### src/design/qgi_pkg.sv
// Shared constants, types and the cross-product term table of the
// quaternion gyro integrator. No dependencies.
`default_nettype none
package qgi_pkg;

    localparam int QUAT_FRAC_BITS = 30;
    localparam logic [31:0] TIME_STEP_RESET = 32'd42949673;
    localparam logic [31:0] QUAT_ONE = 32'(64'd1 << QUAT_FRAC_BITS);

    localparam int MAG_W  = 41;          // multiplier A operand, magnitudes
    localparam int PROD_W = MAG_W + 16;  // one partial product
    localparam int ACC_W  = MAG_W + 32;  // full product

    typedef enum logic {
        SD_ROOT = 1'b0,
        SD_DIV  = 1'b1
    } sd_mode_t;

    typedef struct packed {
        logic     start;
        sd_mode_t mode;
    } sd_ctl_t;

    typedef struct packed {
        logic done;
    } sd_stat_t;

    // One product term of q (x) (0,g): target component, q and g indexes, sign
    typedef struct packed {
        logic [1:0] comp;
        logic [1:0] qsel;
        logic [1:0] gsel;
        logic       neg;
    } term_t;

    function automatic term_t term_lut(input logic [3:0] idx);
        term_t t;
        unique case (idx)
            4'd0:    t = '{comp: 2'd0, qsel: 2'd1, gsel: 2'd0, neg: 1'b1};
            4'd1:    t = '{comp: 2'd0, qsel: 2'd2, gsel: 2'd1, neg: 1'b1};
            4'd2:    t = '{comp: 2'd0, qsel: 2'd3, gsel: 2'd2, neg: 1'b1};
            4'd3:    t = '{comp: 2'd1, qsel: 2'd0, gsel: 2'd0, neg: 1'b0};
            4'd4:    t = '{comp: 2'd1, qsel: 2'd2, gsel: 2'd2, neg: 1'b0};
            4'd5:    t = '{comp: 2'd1, qsel: 2'd3, gsel: 2'd1, neg: 1'b1};
            4'd6:    t = '{comp: 2'd2, qsel: 2'd0, gsel: 2'd1, neg: 1'b0};
            4'd7:    t = '{comp: 2'd2, qsel: 2'd1, gsel: 2'd2, neg: 1'b1};
            4'd8:    t = '{comp: 2'd2, qsel: 2'd3, gsel: 2'd0, neg: 1'b0};
            4'd9:    t = '{comp: 2'd3, qsel: 2'd0, gsel: 2'd2, neg: 1'b0};
            4'd10:   t = '{comp: 2'd3, qsel: 2'd1, gsel: 2'd1, neg: 1'b0};
            4'd11:   t = '{comp: 2'd3, qsel: 2'd2, gsel: 2'd0, neg: 1'b1};
            default: t = '0;
        endcase
        return t;
    endfunction

endpackage
`default_nettype wire

### src/design/qgi_mul.sv
// Shared 41x16 unsigned multiplier with registered product.
// Depends on qgi_pkg.
`default_nettype none
module qgi_mul (
    input  wire logic                      aclk,
    input  wire logic [qgi_pkg::MAG_W-1:0] op_a,
    input  wire logic [15:0]               op_b,
    output logic [qgi_pkg::PROD_W-1:0]     prod_reg
);
    import qgi_pkg::*;

    always_ff @(posedge aclk) begin
        prod_reg <= PROD_W'(op_a) * PROD_W'(op_b);
    end

endmodule
`default_nettype wire

### config.mk
export PLATFORM = sky130hd
export DESIGN_NAME = qgi_mul
export DESIGN_NICKNAME = d
export VERILOG_FILES = /design/src/design/qgi_pkg.sv /design/src/design/qgi_mul.sv
export SDC_FILE = /design/constraint.sdc
export NUM_CORES = 2
export LEC_CHECK = 0
export ABC_AREA = 1
export BUFFER_PORTS_ARGS = -buffer_cell sky130_fd_sc_hd__buf_2
export CAP_MARGIN = 20
export CORE_UTILIZATION = 40
export DETAILED_ROUTE_END_ITERATION = 8
export REMOVE_ABC_BUFFERS = 1
export SETUP_SLACK_MARGIN = 0.15
export SKIP_LAST_GASP = 1
export SYNTH_ARGS = -nofsm -noshare
export SYNTH_HDL_FRONTEND = slang
export SYNTH_SLANG_ARGS = --single-unit
### constraint.sdc
create_clock -name aclk -period 14.8 [get_ports aclk]
set_clock_uncertainty 0.15 [all_clocks]
set_input_delay 1.48 -clock aclk [delete_from_list [all_inputs] [get_ports aclk]]
set_output_delay 1.48 -clock aclk [all_outputs]
set_load 0.005 [all_outputs]
==> out/results.tsv <==
metric	value	unit
Mean Syn Cell Area	7.28	µm²
max-cap viol count	0	
Antenna diodes	0	
Hold Slack	1.45	ns
Detailed Route WL	61700	µm
routability-driven placement congestion ratio	0.967	
Longest Clk Path Bufs	2	
Slew HR	26.2	%
TNS Setup	0	ns
DR DRC count	0	
largest area contributor in the netlist	fa_1	
Clk pin slew, worst setup/hold paths	0.05	ns
initial DRC count	899	
Post-synth top flop	dfxtp_1	
Core Util, Final	42.5	%
clock root buffer	clkbuf_16	
CP max FO	41	
cell row count	89	
Critical Path Max Stage Delay	0.69	ns
synth warn	0	
DR vias	18700	
minimum clock period	7.19	ns
port bufs	114	
DP Area	24800	µm²
fin crit share	48.6	%
drt first pass iters	7	
post-synth cell types	31	
Worst Path Class, Setup	input pin to flip-flop	
sequential area share after synthesis	4.79	%
Die Width	246	µm
Hold Path Class	input pin to flip-flop	
flip-flop count of the largest register after layout	57	
Slew @ Worst Pin	1.11	ns
vias in the first global route	20000	
clock tree from TritonCTS	done	
Via density	4.65	
post-cts gate resize count	0	
Yosys reg bits	57	
min-delay src	op_a[0]	
Critical Path Slowest Stage Cell	buf_2	
outcome	finished, final reports clean	
Critical Path, Cell by Cell	buf_2, nand2_1, fa_1, inv_1, fa_1, inv_1, fa_1, inv_1, fa_1, fa_1, inv_1, fa_1, inv_1, ha_1, nand2_1, inv_1, nand2_1, nand2_1, a21oi_1, nor2_1, nor2_1, nand3_1, nand2_1, nand2_1	
layout cell share with drive strength beyond 1	6.11	%
nets@finish	3969	
final setup fails	0	
hold_buf cts	0	
TritonCTS buffer count	9	
CTS sink count	57	
initial antenna violation count	0	
Top Ports	115	
hpwl dp	52300	µm
RSZ-0062 raised after global routing	no	
DIE HEIGHT	246	µm
Crit. End Element	flip-flop	
most common cell in the synthesized netlist	nand2_1	
fmax	139	MHz
first-pass GRT wire length	104000	µm
largest cells by area after synthesis	fa_1 46%, nand2_1 17%, inv_1 16%	
post-route design area	25000	µm²
number of synthesized flops with an enable pin	0	
Avg WL per Cell	15.4	µm
H-tree depth	3	
Slew Limit Fails	0	
CP arrival	7.28	ns
largest net degree at the start of global routing	42	
Commonest cells post-synth	1070 x nand2_1, 999 x inv_1, 544 x fa_1	
Worst Setup SP	op_b[1]	
global route overflow	0	
All-Layer GR Usage	21.8	%
Syn Inst Count	3272	
asr flop ratio synth	0	%
Worst EP required	14.89	ns
synthesized area	23800	µm²
Yosys top cell area share	45.7	%
Post-DRT Antenna Nets	0	
Worst setup SP type	input pin	
Core Area	58900	µm²
Die ar.	60500	µm²
buffer count from post-CTS setup fixing	0	
synth-to-layout area growth	5.18	%
Initial Util	40.4	%
final hold violations	0	
-- placed cells by master (no fill, tap or decap), types with 5 or more instances in the layout --
cell type and n:
fa_1 544, nor2_1 74, nand2_1 1070, nand3_2 7
ha_1 129, nand4_1 16, nor2_2 18, o21bai_1 7
nand3_1 55, a21oi_1 36, buf_2 114, nor2_4 8
and2_1 5, dfxtp_1 57, xnor2_1 5, inv_2 12
xor2_1 27, nand2_2 17, inv_1 999, nor3_1 5
clkbuf_16 9
-- final timing paths --
check	end	slack, ns	depth (start not counted)
hold / removal	prod_reg[0]	1.45	3
setup / recovery	prod_reg[47]	7.61	24
-- final cells by class --
class	instances	area, µm²
fillers	6201	33900
clock buffers	12	267
flip-flops and latches	57	1140
repair buffers	117	593
clock inverters	3	15.0
well taps	773	967
multi-input cells	2042	18300
inverters	1011	3790
-- logic make-up (layout without fill, tap and decap cells) --
| logic type | Yosys count | after routing | share of synthesized area, % |
|---|---|---|---|
| AND/OR/NAND/NOR | 1286 | 1286 | 21.8 |
| flip-flops | 57 | 57 | 4.79 |
| AO/OA/AOI/OAI | 51 | 51 | 1.20 |
| XOR/XNOR | 32 | 32 | 1.18 |
| adder cells (fa/ha/maj) | 673 | 673 | 52.5 |
| buffers and inverters | 1173 | 1143 | 18.5 |
-- per-stage QoR --
step | worst slack (ns) | std cells
2_1_floorplan | 8.69 | 3110
3_3_place_gp | 7.28 | 4000
3_5_place_dp | 7.27 | 4000
4_1_cts | 7.62 | 4015
5_1_grt | 7.25 | 4015
6_report | 7.61 | 4015
-- routing by layer --
layer	vias to the layer above	wire length, µm	track usage, %
met5	-	0	0
met4	0	1100	4.71
met3	72	2150	1.63
met2	363	30800	38.7
met1	9327	27700	28.8
li1	8892	-	-
-- critical path: cells and delay by family --
kind | cells | cell delay [ns]
AO/OA/AOI/OAI | 1 | 0.21
adder cells (fa/ha/maj) | 7 | 3.52
buffers and inverters | 7 | 1.02
AND/OR/NAND/NOR | 9 | 1.01
Power is left out: the tool's default activity adds up to more than one toggle a clock period on the data nets, which glitch-free logic cannot reach.
