<file path="config.mk">
export PLATFORM = sky130hd
export DESIGN_NAME = qgi_sqdiv
export DESIGN_NICKNAME = d
export VERILOG_FILES = /design/src/design/qgi_pkg.sv /design/src/design/qgi_sqdiv.sv
export SDC_FILE = /design/constraint.sdc
export NUM_CORES = 1
export LEC_CHECK = 0
export ABC_AREA = 1
export BUFFER_PORTS_ARGS = -buffer_cell sky130_fd_sc_hd__buf_4
export CAP_MARGIN = 20
export CORE_MARGIN = 2
export CORE_UTILIZATION = 45
export CTS_BUF_LIST = sky130_fd_sc_hd__clkbuf_8 sky130_fd_sc_hd__clkbuf_16
export CTS_CLUSTER_DIAMETER = 100
export DETAILED_ROUTE_END_ITERATION = 10
export PLACE_DENSITY = 0.63
export SLEW_MARGIN = 20
export SYNTH_ARGS = -nofsm -noshare
export SYNTH_HDL_FRONTEND = slang
export SYNTH_SLANG_ARGS = --single-unit
</file>
<file path="constraint.sdc">
create_clock -name aclk -period 7.7 [get_ports aclk]
set_clock_uncertainty 0.2 [all_clocks]
set_input_delay 0.77 -clock aclk [delete_from_list [all_inputs] [get_ports aclk]]
set_output_delay 0.77 -clock aclk [all_outputs]
set_load 0.05 [all_outputs]
</file>
<file path="src/design/qgi_pkg.sv">
// Shared constants, types and the cross-product term table of the
// quaternion gyro integrator. No dependencies.
`default_nettype none
package qgi_pkg;

    localparam int QUAT_FRAC_BITS = 30;
    localparam logic [31:0] TIME_STEP_RESET = 32'd42949673;
    localparam logic [31:0] QUAT_ONE = 32'(64'd1 << QUAT_FRAC_BITS);

    localparam int MAG_W  = 41;          // multiplier A operand, magnitudes
    localparam int PROD_W = MAG_W + 16;  // one partial product
    localparam int ACC_W  = MAG_W + 32;  // full product

    typedef enum logic {
        SD_ROOT = 1'b0,
        SD_DIV  = 1'b1
    } sd_mode_t;

    typedef struct packed {
        logic     start;
        sd_mode_t mode;
    } sd_ctl_t;

    typedef struct packed {
        logic done;
    } sd_stat_t;

    // One product term of q (x) (0,g): target component, q and g indexes, sign
    typedef struct packed {
        logic [1:0] comp;
        logic [1:0] qsel;
        logic [1:0] gsel;
        logic       neg;
    } term_t;

    function automatic term_t term_lut(input logic [3:0] idx);
        term_t t;
        unique case (idx)
            4'd0:    t = '{comp: 2'd0, qsel: 2'd1, gsel: 2'd0, neg: 1'b1};
            4'd1:    t = '{comp: 2'd0, qsel: 2'd2, gsel: 2'd1, neg: 1'b1};
            4'd2:    t = '{comp: 2'd0, qsel: 2'd3, gsel: 2'd2, neg: 1'b1};
            4'd3:    t = '{comp: 2'd1, qsel: 2'd0, gsel: 2'd0, neg: 1'b0};
            4'd4:    t = '{comp: 2'd1, qsel: 2'd2, gsel: 2'd2, neg: 1'b0};
            4'd5:    t = '{comp: 2'd1, qsel: 2'd3, gsel: 2'd1, neg: 1'b1};
            4'd6:    t = '{comp: 2'd2, qsel: 2'd0, gsel: 2'd1, neg: 1'b0};
            4'd7:    t = '{comp: 2'd2, qsel: 2'd1, gsel: 2'd2, neg: 1'b1};
            4'd8:    t = '{comp: 2'd2, qsel: 2'd3, gsel: 2'd0, neg: 1'b0};
            4'd9:    t = '{comp: 2'd3, qsel: 2'd0, gsel: 2'd2, neg: 1'b0};
            4'd10:   t = '{comp: 2'd3, qsel: 2'd1, gsel: 2'd1, neg: 1'b0};
            4'd11:   t = '{comp: 2'd3, qsel: 2'd2, gsel: 2'd0, neg: 1'b1};
            default: t = '0;
        endcase
        return t;
    endfunction

endpackage
`default_nettype wire

</file>
<file path="src/design/qgi_sqdiv.sv">
// Bit-serial unit: 64-bit integer square root or 33-bit quotient division,
// both on one shared compare-subtract. Depends on qgi_pkg.
`default_nettype none
module qgi_sqdiv (
    input  wire logic             aclk,
    input  wire logic             aresetn,
    input  wire qgi_pkg::sd_ctl_t ctl,
    input  wire logic [63:0]      op_a,
    input  wire logic [31:0]      op_b,
    output qgi_pkg::sd_stat_t     stat,
    output logic [63:0]           result
);
    import qgi_pkg::*;

    logic        busy_reg, busy_next;
    logic        done_reg, done_next;
    sd_mode_t    mode_reg, mode_next;
    logic [63:0] v_reg, v_next;
    logic [63:0] res_reg, res_next;
    logic [63:0] one_reg, one_next;
    logic [31:0] dvsr_reg, dvsr_next;
    logic [5:0]  cnt_reg, cnt_next;
    logic [63:0] sa, sb;
    logic [64:0] diff;
    logic        ge;

    // shared compare-subtract
    always_comb begin
        if (mode_reg == SD_ROOT) begin
            sa = v_reg;
            sb = res_reg + one_reg;
        end else begin
            sa = {31'b0, v_reg[31:0], one_reg[32]};
            sb = {32'b0, dvsr_reg};
        end
        diff = {1'b0, sa} - {1'b0, sb};
        ge   = !diff[64];
    end

    always_comb begin
        busy_next = busy_reg;
        done_next = 1'b0;
        mode_next = mode_reg;
        v_next    = v_reg;
        res_next  = res_reg;
        one_next  = one_reg;
        dvsr_next = dvsr_reg;
        cnt_next  = cnt_reg;
        if (ctl.start) begin
            busy_next = 1'b1;
            mode_next = ctl.mode;
            res_next  = '0;
            dvsr_next = op_b;
            if (ctl.mode == SD_ROOT) begin
                v_next   = op_a;
                one_next = 64'd1 << 62;
                cnt_next = 6'd31;
            end else begin
                v_next   = op_a >> 33;
                one_next = op_a;
                cnt_next = 6'd32;
            end
        end else if (busy_reg) begin
            if (mode_reg == SD_ROOT) begin
                if (ge) begin
                    v_next   = diff[63:0];
                    res_next = (res_reg >> 1) + one_reg;
                end else begin
                    res_next = res_reg >> 1;
                end
                one_next = one_reg >> 2;
            end else begin
                v_next   = ge ? diff[63:0] : sa;
                res_next = {res_reg[62:0], ge};
                one_next = one_reg << 1;
            end
            cnt_next = cnt_reg - 6'd1;
            if (cnt_reg == '0) begin
                busy_next = 1'b0;
                done_next = 1'b1;
            end
        end
    end

    always_ff @(posedge aclk) begin
        if (!aresetn) begin
            busy_reg <= 1'b0;
            done_reg <= 1'b0;
            mode_reg <= SD_ROOT;
            cnt_reg  <= '0;
        end else begin
            busy_reg <= busy_next;
            done_reg <= done_next;
            mode_reg <= mode_next;
            cnt_reg  <= cnt_next;
        end
    end

    always_ff @(posedge aclk) begin
        v_reg    <= v_next;
        res_reg  <= res_next;
        one_reg  <= one_next;
        dvsr_reg <= dvsr_next;
    end

    assign stat.done = done_reg;
    assign result    = res_reg;

endmodule
`default_nettype wire

</file>
==> results of run 1 <==
-- routing by layer --
| metal | part of all wire [%] | vias up |
|---|---|---|
| met3 | 13 | 270 |
| met1 | 43 | 15100 |
| li1 | - | 15900 |
| met4 | 4.0 | 4 |
| met5 | 0.019 | - |
| met2 | 40 | 1986 |
-- power groups by stage --
stage | clock network [mW] | registers [mW] | logic, mW
after floorplan | 0 | 2.12 | 4.57
after global placement | 0 | 2.07 | 6.89
after detailed placement | 0 | 2.07 | 6.87
final | 1.72 | 2.06 | 7.14
after CTS | 1.72 | 2.05 | 6.92
after global routing | 1.77 | 2.09 | 7.75
-- worst reg2reg max path: cells and delay by family, from the launching register on --
family                   cells  cell delay [ns]
AND/OR/NAND/NOR             12             1.69
AO/OA/AOI/OAI                5             1.62
buffers and inverters        6             1.11
adder cells (fa/ha/maj)      3             0.92
flip-flops                   1             0.39
XOR/XNOR                     1             0.24
multiplexers                 1             0.12
-- path summary, 6_finish.rpt --
| kind | startpoint | to | slack, ns | depth (start not counted) |
|---|---|---|---|---|
| min | op_b[2] | dvsr_reg[2]$_DFFE_PP_ | 0.17 | 1 |
| min reg2reg | result[0]$_SDFFE_PP0P_ | result[0]$_SDFFE_PP0P_ | 0.30 | 2 |
| max | one_reg[0]$_DFFE_PP_ | v_reg[24]$_DFFE_PP_ | 1.15 | 28 |
| max reg2reg | one_reg[0]$_DFFE_PP_ | v_reg[24]$_DFFE_PP_ | 1.15 | 28 |
-- per-stage QoR --
step | util (%) | hold slack [ns]
2_1_floorplan | - | 0.264
3_3_place_gp | 48.9 | 0.280
3_5_place_dp | 48.9 | 0.287
4_1_cts | 50.9 | 0.153
5_1_grt | 50.9 | 0.164
6_report | 50.9 | 0.169
-- layout make-up --
cell class                 instances  area (µm²)
clock buffer                      39         953
tap                              837        1050
clock inverter                    23         272
sequential                       233        6270
inverter                         826        3110
timing repair buffer             192        1450
multi-input combinational       3757       18400
fill                            6767       30300
-- cells in the final DEF, fill, tap and decap left out, drive strengths merged --
cell,Yosys,routed
a21boi,3,3
a21o,9,9
a21oi,256,256
a22oi,17,17
a31oi,5,5
and2,3,3
and3,3,3
buf,33,192
bufinv,0,4
clkbuf,74,39
clkinv,2,13
clkinvlp,0,1
dfxtp,73,73
edfxtp,160,160
fa,3,3
ha,199,199
inv,824,831
mux2i,3,3
nand2,1752,1752
nand2b,1,1
nand3,410,410
nand3b,25,25
nand4,39,39
nor2,582,582
nor3,43,43
nor4,12,12
o211ai,47,47
o21a,17,17
o21ai,182,182
o21bai,34,34
o221ai,17,17
o22ai,6,6
o311ai,1,1
o31ai,2,2
or2,18,18
xnor2,22,22
xor2,46,46
-- cell families after synthesis --
group | Yosys count | share of synthesized area (%)
AND/OR/NAND/NOR | 2888 | 41.8
buffers and inverters | 933 | 12.7
AO/OA/AOI/OAI | 596 | 12.1
adder cells (fa/ha/maj) | 202 | 9.04
multiplexers | 3 | 0.106
XOR/XNOR | 68 | 2.11
flip-flops | 233 | 22.2
==> flow_metrics.py, run 1 <==
metrics = {
    "status": {
        "status": "completed",
    },
    "floorplanning": {
        "die_w_um": 254,
        "die_area_um2": 64700,
        "io_pins": 165,
        "rows": 91,
        "die_h_um": 254,
        "start_util_pct": 45.6,
        "core_area_um2": 61800,
    },
    "timing": {
        "setup_tns_ns": 0,
        "fin_ws_ns": 1.15,
        "post-route-period-util_pct": 85.1,
        "maxSlewViolCount": 0,
        "rsz0062_at_grt": "no",
        "max_slew_margin_pct": 32.1,
        "max_freq_mhz": 153,
        "timing.final.hold_violations": 0,
        "worst-slew-pin-transition_ns": 1.02,
        "period_needed_ns": 6.55,
        "setup_viol": 0,
    },
    "layout": {
        "diodes": 0,
        "fin_nets": 5346,
        "design_area_um2": 31500,
        "area_delta_synth_final_pct": 11.7,
        "drive_above_1_share_pct": 6.04,
        "layoutNonFillerInstCount": 5907,
    },
    "pwr": {
        "p_sw_mw": 6.00,
        "swShare_pct": 55.0,
        "max-vdd-ir-drop_mv": 0.304,
        "seqPwrFrac_pct": 18.9,
        "pwr-share-clk_pct": 15.7,
        "total_power_mw": 10.9,
        "power_density_nw_per_um2": 347,
        "combPwrFrac_pct": 65.4,
        "power_leakage_nw": 16.9,
        "intPower_mw": 4.92,
    },
    "min_path": {
        "hold_path_class": "in2reg",
    },
    "synth": {
        "synth_nets": 5225,
        "synth_edf_count": 160,
        "synth_top_flop_cell": "edfxtp_1",
        "synth-async-reset-ratio_pct": 0,
        "synth_largest_area_cell": "nand2_1",
        "postSynthAreaPerCell_um2": 5.73,
        "synth.top_cell.area_share_pct": 23.2,
        "synth_common_cells": "1,743 x nand2_1, 817 x inv_1, 573 x nor2_1, 409 x nand3_1, 250 x a21oi_1",
        "ys_types": 51,
        "syn-cell-area_um2": 28200,
        "ys_warn_count": 0,
        "yosys-top-cells-area": "nand2_1 23%, edfxtp_1 17%, inv_1 11%",
        "synth_most_common_cell": "nand2_1",
        "syn_inst": 4923,
        "yosysSeqAreaShare_pct": 22.2,
        "ys_seq_elements": 233,
    },
    "place": {
        "pre_cts_ws_ns": 1.51,
        "dp_hpwl_mm": 112,
        "port_buffers": 164,
        "gp_congestion": 1.10,
        "post_dp_cell_area_um2": 30300,
        "post-place-cells": 5844,
    },
    "global_routing": {
        "grt_max_degree": 84,
        "grtUsageTotal_pct": 41.6,
        "busiest_layer": "met2",
        "use_met3_pct": 10.9,
        "grt_use_met1_pct": 59.0,
        "grt_pass1_wl_mm": 197,
        "overflow": 0,
        "grt_pass1_vias": 30100,
        "use_met2_pct": 60.3,
        "antenna_found_initial": 2,
    },
    "worst_setup_path": {
        "cp_max_fo": 47,
        "worstPathArrival_ns": 6.68,
        "critPathLaunchType": "register",
        "critical-path-top-delay-family": "simple AND/OR/NAND/NOR gates",
        "cpMostUsedCell": "nand2_1",
        "critPathKind": "reg2reg",
        "critPathRequiredTime_ns": 7.82,
        "slowest_delay_ns": 0.75,
        "crit_path_end_kind": "register",
        "cp_slowest_cell": "o21ai_0",
        "crit_buf_inv": 6,
    },
    "clock_network": {
        "hold_buffers": 0,
        "htree_levels": 2,
        "cts_tree": "built",
        "postCtsResizedCells": 0,
        "clock-root-buffer": "clkbuf_16",
        "cts_max_path_buffers": 3,
        "clkSlewWorstSetupHoldPaths_ns": 0.06,
        "cts.sink_count": 233,
        "clkLatencyLatePin_ns": 0.58,
        "cts_setup_buffers": 0,
        "numCtsBuffers": 34,
    },
    "drt": {
        "drt_pre_antenna_iters": 7,
        "drtIter0Drc": 4928,
        "drc": 0,
        "vias": 33200,
        "drt-total-wl_mm": 137,
        "drt-vias-per-instance": 5.62,
        "ant_nets": 0,
        "wl_per_cell_um": 23.1,
    },
    "job": {
        "cap_violations": 0,
    },
}
(Power assumes the default switching activity.)
==> inputs of run 2 (changes only) <==
--- a/config.mk
+++ b/config.mk
@@ -8,6 +8,7 @@
 export ABC_AREA = 1
 export BUFFER_PORTS_ARGS = -buffer_cell sky130_fd_sc_hd__buf_4
 export CAP_MARGIN = 20
+export CORE_ASPECT_RATIO = 1.75
 export CORE_MARGIN = 2
 export CORE_UTILIZATION = 45
 export CTS_BUF_LIST = sky130_fd_sc_hd__clkbuf_8 sky130_fd_sc_hd__clkbuf_16
==> constraint.sdc (replaced) <==
create_clock -name aclk -period 7.7 [get_ports aclk]
set_clock_uncertainty 0.2 [all_clocks]
set_input_delay 0.77 -clock aclk [delete_from_list [all_inputs] [get_ports aclk]]
set_output_delay 0.77 -clock aclk [all_outputs]
set_load 0.01 [all_outputs]
==> run 2 against run 1 <==
- global-route usage grew 1.4 points
- worst hold slack got worse by 0.079 ns
- core utilization shrank 0.71 points
- fmax decreased by 3.0%
- sequential share of layout area rose by 0.20 points
- clock-buffer cell count is 7 lower
- routed wire length is 4.2% higher
- total power is 3.5% lower
- sequential power about the same
- via count is 0.82% lower
- sequential cell count unchanged
- critical path depth decreased by 4
==> flow_metrics.py, run 2 (same netlist as run 1, synthesis figures left out) <==
metrics = {
    "drt": {
        "drt-total-wl_mm": 142,
        "drc": 0,
        "drtIter0Drc": 2878,
        "drt-vias-per-instance": 5.62,
        "vias": 33000,
        "ant_nets": 0,
        "drt_pre_antenna_iters": 6,
        "wl_per_cell_um": 24.3,
    },
    "worst_setup_path": {
        "cp_max_fo": 25,
        "critPathRequiredTime_ns": 7.86,
        "regToRegSetupSlack_ns": 0.94,
        "slowest_delay_ns": 0.80,
        "cpMostUsedCell": "nand2_1",
        "path_cells": "ha_1 -> nand2_1 -> nor2_1 -> inv_1 -> nor2_1 -> inv_1 -> nor2_1 -> nand3_1 -> nand2_1 -> or2_2 -> nand3_1 -> ha_1 -> nand2_2 -> inv_1 -> nand2_1 -> nand2_1 -> a21oi_2 -> nand2_1 -> a21oi_4 -> nand3_4 -> nand2_4 -> inv_4 -> nand3_1 -> o21ai_0",
        "crit_path_end_kind": "register",
        "cp_slowest_cell": "a21oi_4",
        "critPathKind": "reg2reg",
        "critPathLaunchType": "register",
        "worstPathArrival_ns": 6.92,
    },
    "timing": {
        "maxSlewViolCount": 0,
        "period_needed_ns": 6.76,
        "post-route-period-util_pct": 87.8,
        "rsz0062_at_grt": "no",
        "timing.final.hold_violations": 0,
        "setup_viol": 0,
        "max_freq_mhz": 148,
        "setup_tns_ns": 0,
        "max_slew_margin_pct": 13.9,
        "worst-slew-pin-transition_ns": 1.28,
    },
    "layout": {
        "final_common_cell": "nand2_1",
        "area_delta_synth_final_pct": 10.5,
        "fin_nets": 5338,
        "diodes": 0,
        "drive_above_1_share_pct": 5.83,
        "final_cell_mix": "1,743 x nand2_1, 816 x inv_1, 570 x nor2_1, 409 x nand3_1, 250 x a21oi_1",
    },
    "clock_network": {
        "cts_max_path_buffers": 3,
        "numCtsBuffers": 29,
        "cts_setup_buffers": 0,
        "htree_levels": 1,
        "clock-root-buffer": "clkbuf_16",
        "cts.sink_count": 233,
        "clkLatencyLatePin_ns": 0.65,
        "cts_tree": "built",
        "hold_buffers": 0,
        "clkSlewWorstSetupHoldPaths_ns": 0.07,
        "postCtsResizedCells": 0,
    },
    "floorplanning": {
        "die_h_um": 335,
        "die_w_um": 193,
        "die_area_um2": 64800,
        "start_util_pct": 45.4,
        "rows": 121,
        "io_pins": 165,
        "core_area_um2": 62100,
    },
    "global_routing": {
        "overflow": 0,
        "antenna_found_initial": 2,
        "grt_max_degree": 128,
        "grt_pass1_wl_mm": 204,
        "grtUsageTotal_pct": 42.9,
        "grt_pass1_vias": 32100,
    },
    "pwr": {
        "total_power_mw": 10.5,
        "max-vdd-ir-drop_mv": 0.296,
        "power_density_nw_per_um2": 338,
        "power_leakage_nw": 16.8,
    },
    "job": {
        "cap_violations": 0,
    },
    "min_path": {
        "hold_path_class": "in2reg",
    },
    "place": {
        "dp_hpwl_mm": 117,
        "gp_congestion": 1.14,
        "port_buffers": 164,
    },
    "status": {
        "status": "completed",
    },
}
-- run 2: worst max-delay path: cells and delay by family (launching register included) --
| family | cells | cell delay (ns) |
|---|---|---|
| buffers and inverters | 4 | 0.43 |
| AOI/OAI and AO/OA | 3 | 1.02 |
| and+or+nand+nor | 15 | 3.30 |
| DFF | 1 | 0.58 |
| adders and majority gates | 2 | 0.91 |
-- run 2: layout make-up --
| cell class | instances | area (µm²) |
|---|---|---|
| Clock buffer | 32 | 767 |
| Clock inverter | 22 | 193 |
| Fill cell | 6948 | 30900 |
| Inverter | 826 | 3110 |
| Multi-Input combinational cell | 3757 | 18400 |
| Sequential cell | 233 | 6270 |
| Tap cell | 799 | 1000 |
| Timing Repair Buffer | 189 | 1440 |
-- run 2: worst paths after layout --
kind	startpoint	end	cells after the start
setup / recovery	one_reg[33]$_DFFE_PP_	v_reg[42]$_DFFE_PP_	24
hold / removal	op_b[7]	dvsr_reg[7]$_DFFE_PP_	1
setup reg to reg	one_reg[33]$_DFFE_PP_	v_reg[42]$_DFFE_PP_	24
hold reg to reg	result[0]$_SDFFE_PP0P_	result[0]$_SDFFE_PP0P_	2
-- run 2: report_power, final --
group	switching, mW	leakage (nW)	internal [mW]
registers	0.313	2.22	1.75
logic	4.86	14.1	2.14
clock network	0.680	0.478	0.790
total	5.86	16.8	4.68
-- run 2: per-layer routing --
layer | track usage, % | wire (µm)
met3 | 6.15 | 9060
met4 | 44.9 | 18100
met1 | 43.1 | 47700
met2 | 74.0 | 67500
met5 | 0 | 29
-- run 2: stage by stage --
step           instances  utilization (%)  setup slack (ns)  hold WS [ns]  cell area [µm²]
6_report            5858             50.2             0.942        0.0900            31200
5_1_grt             5858             50.2             0.754        0.0777            31200
3_5_place_dp        5804             48.7              1.22         0.298            30200
4_1_cts             5858             50.2              1.21        0.0802            31200
3_3_place_gp        5804             48.7              1.22         0.285            30200
2_1_floorplan       4923                -              2.11         0.264            28200
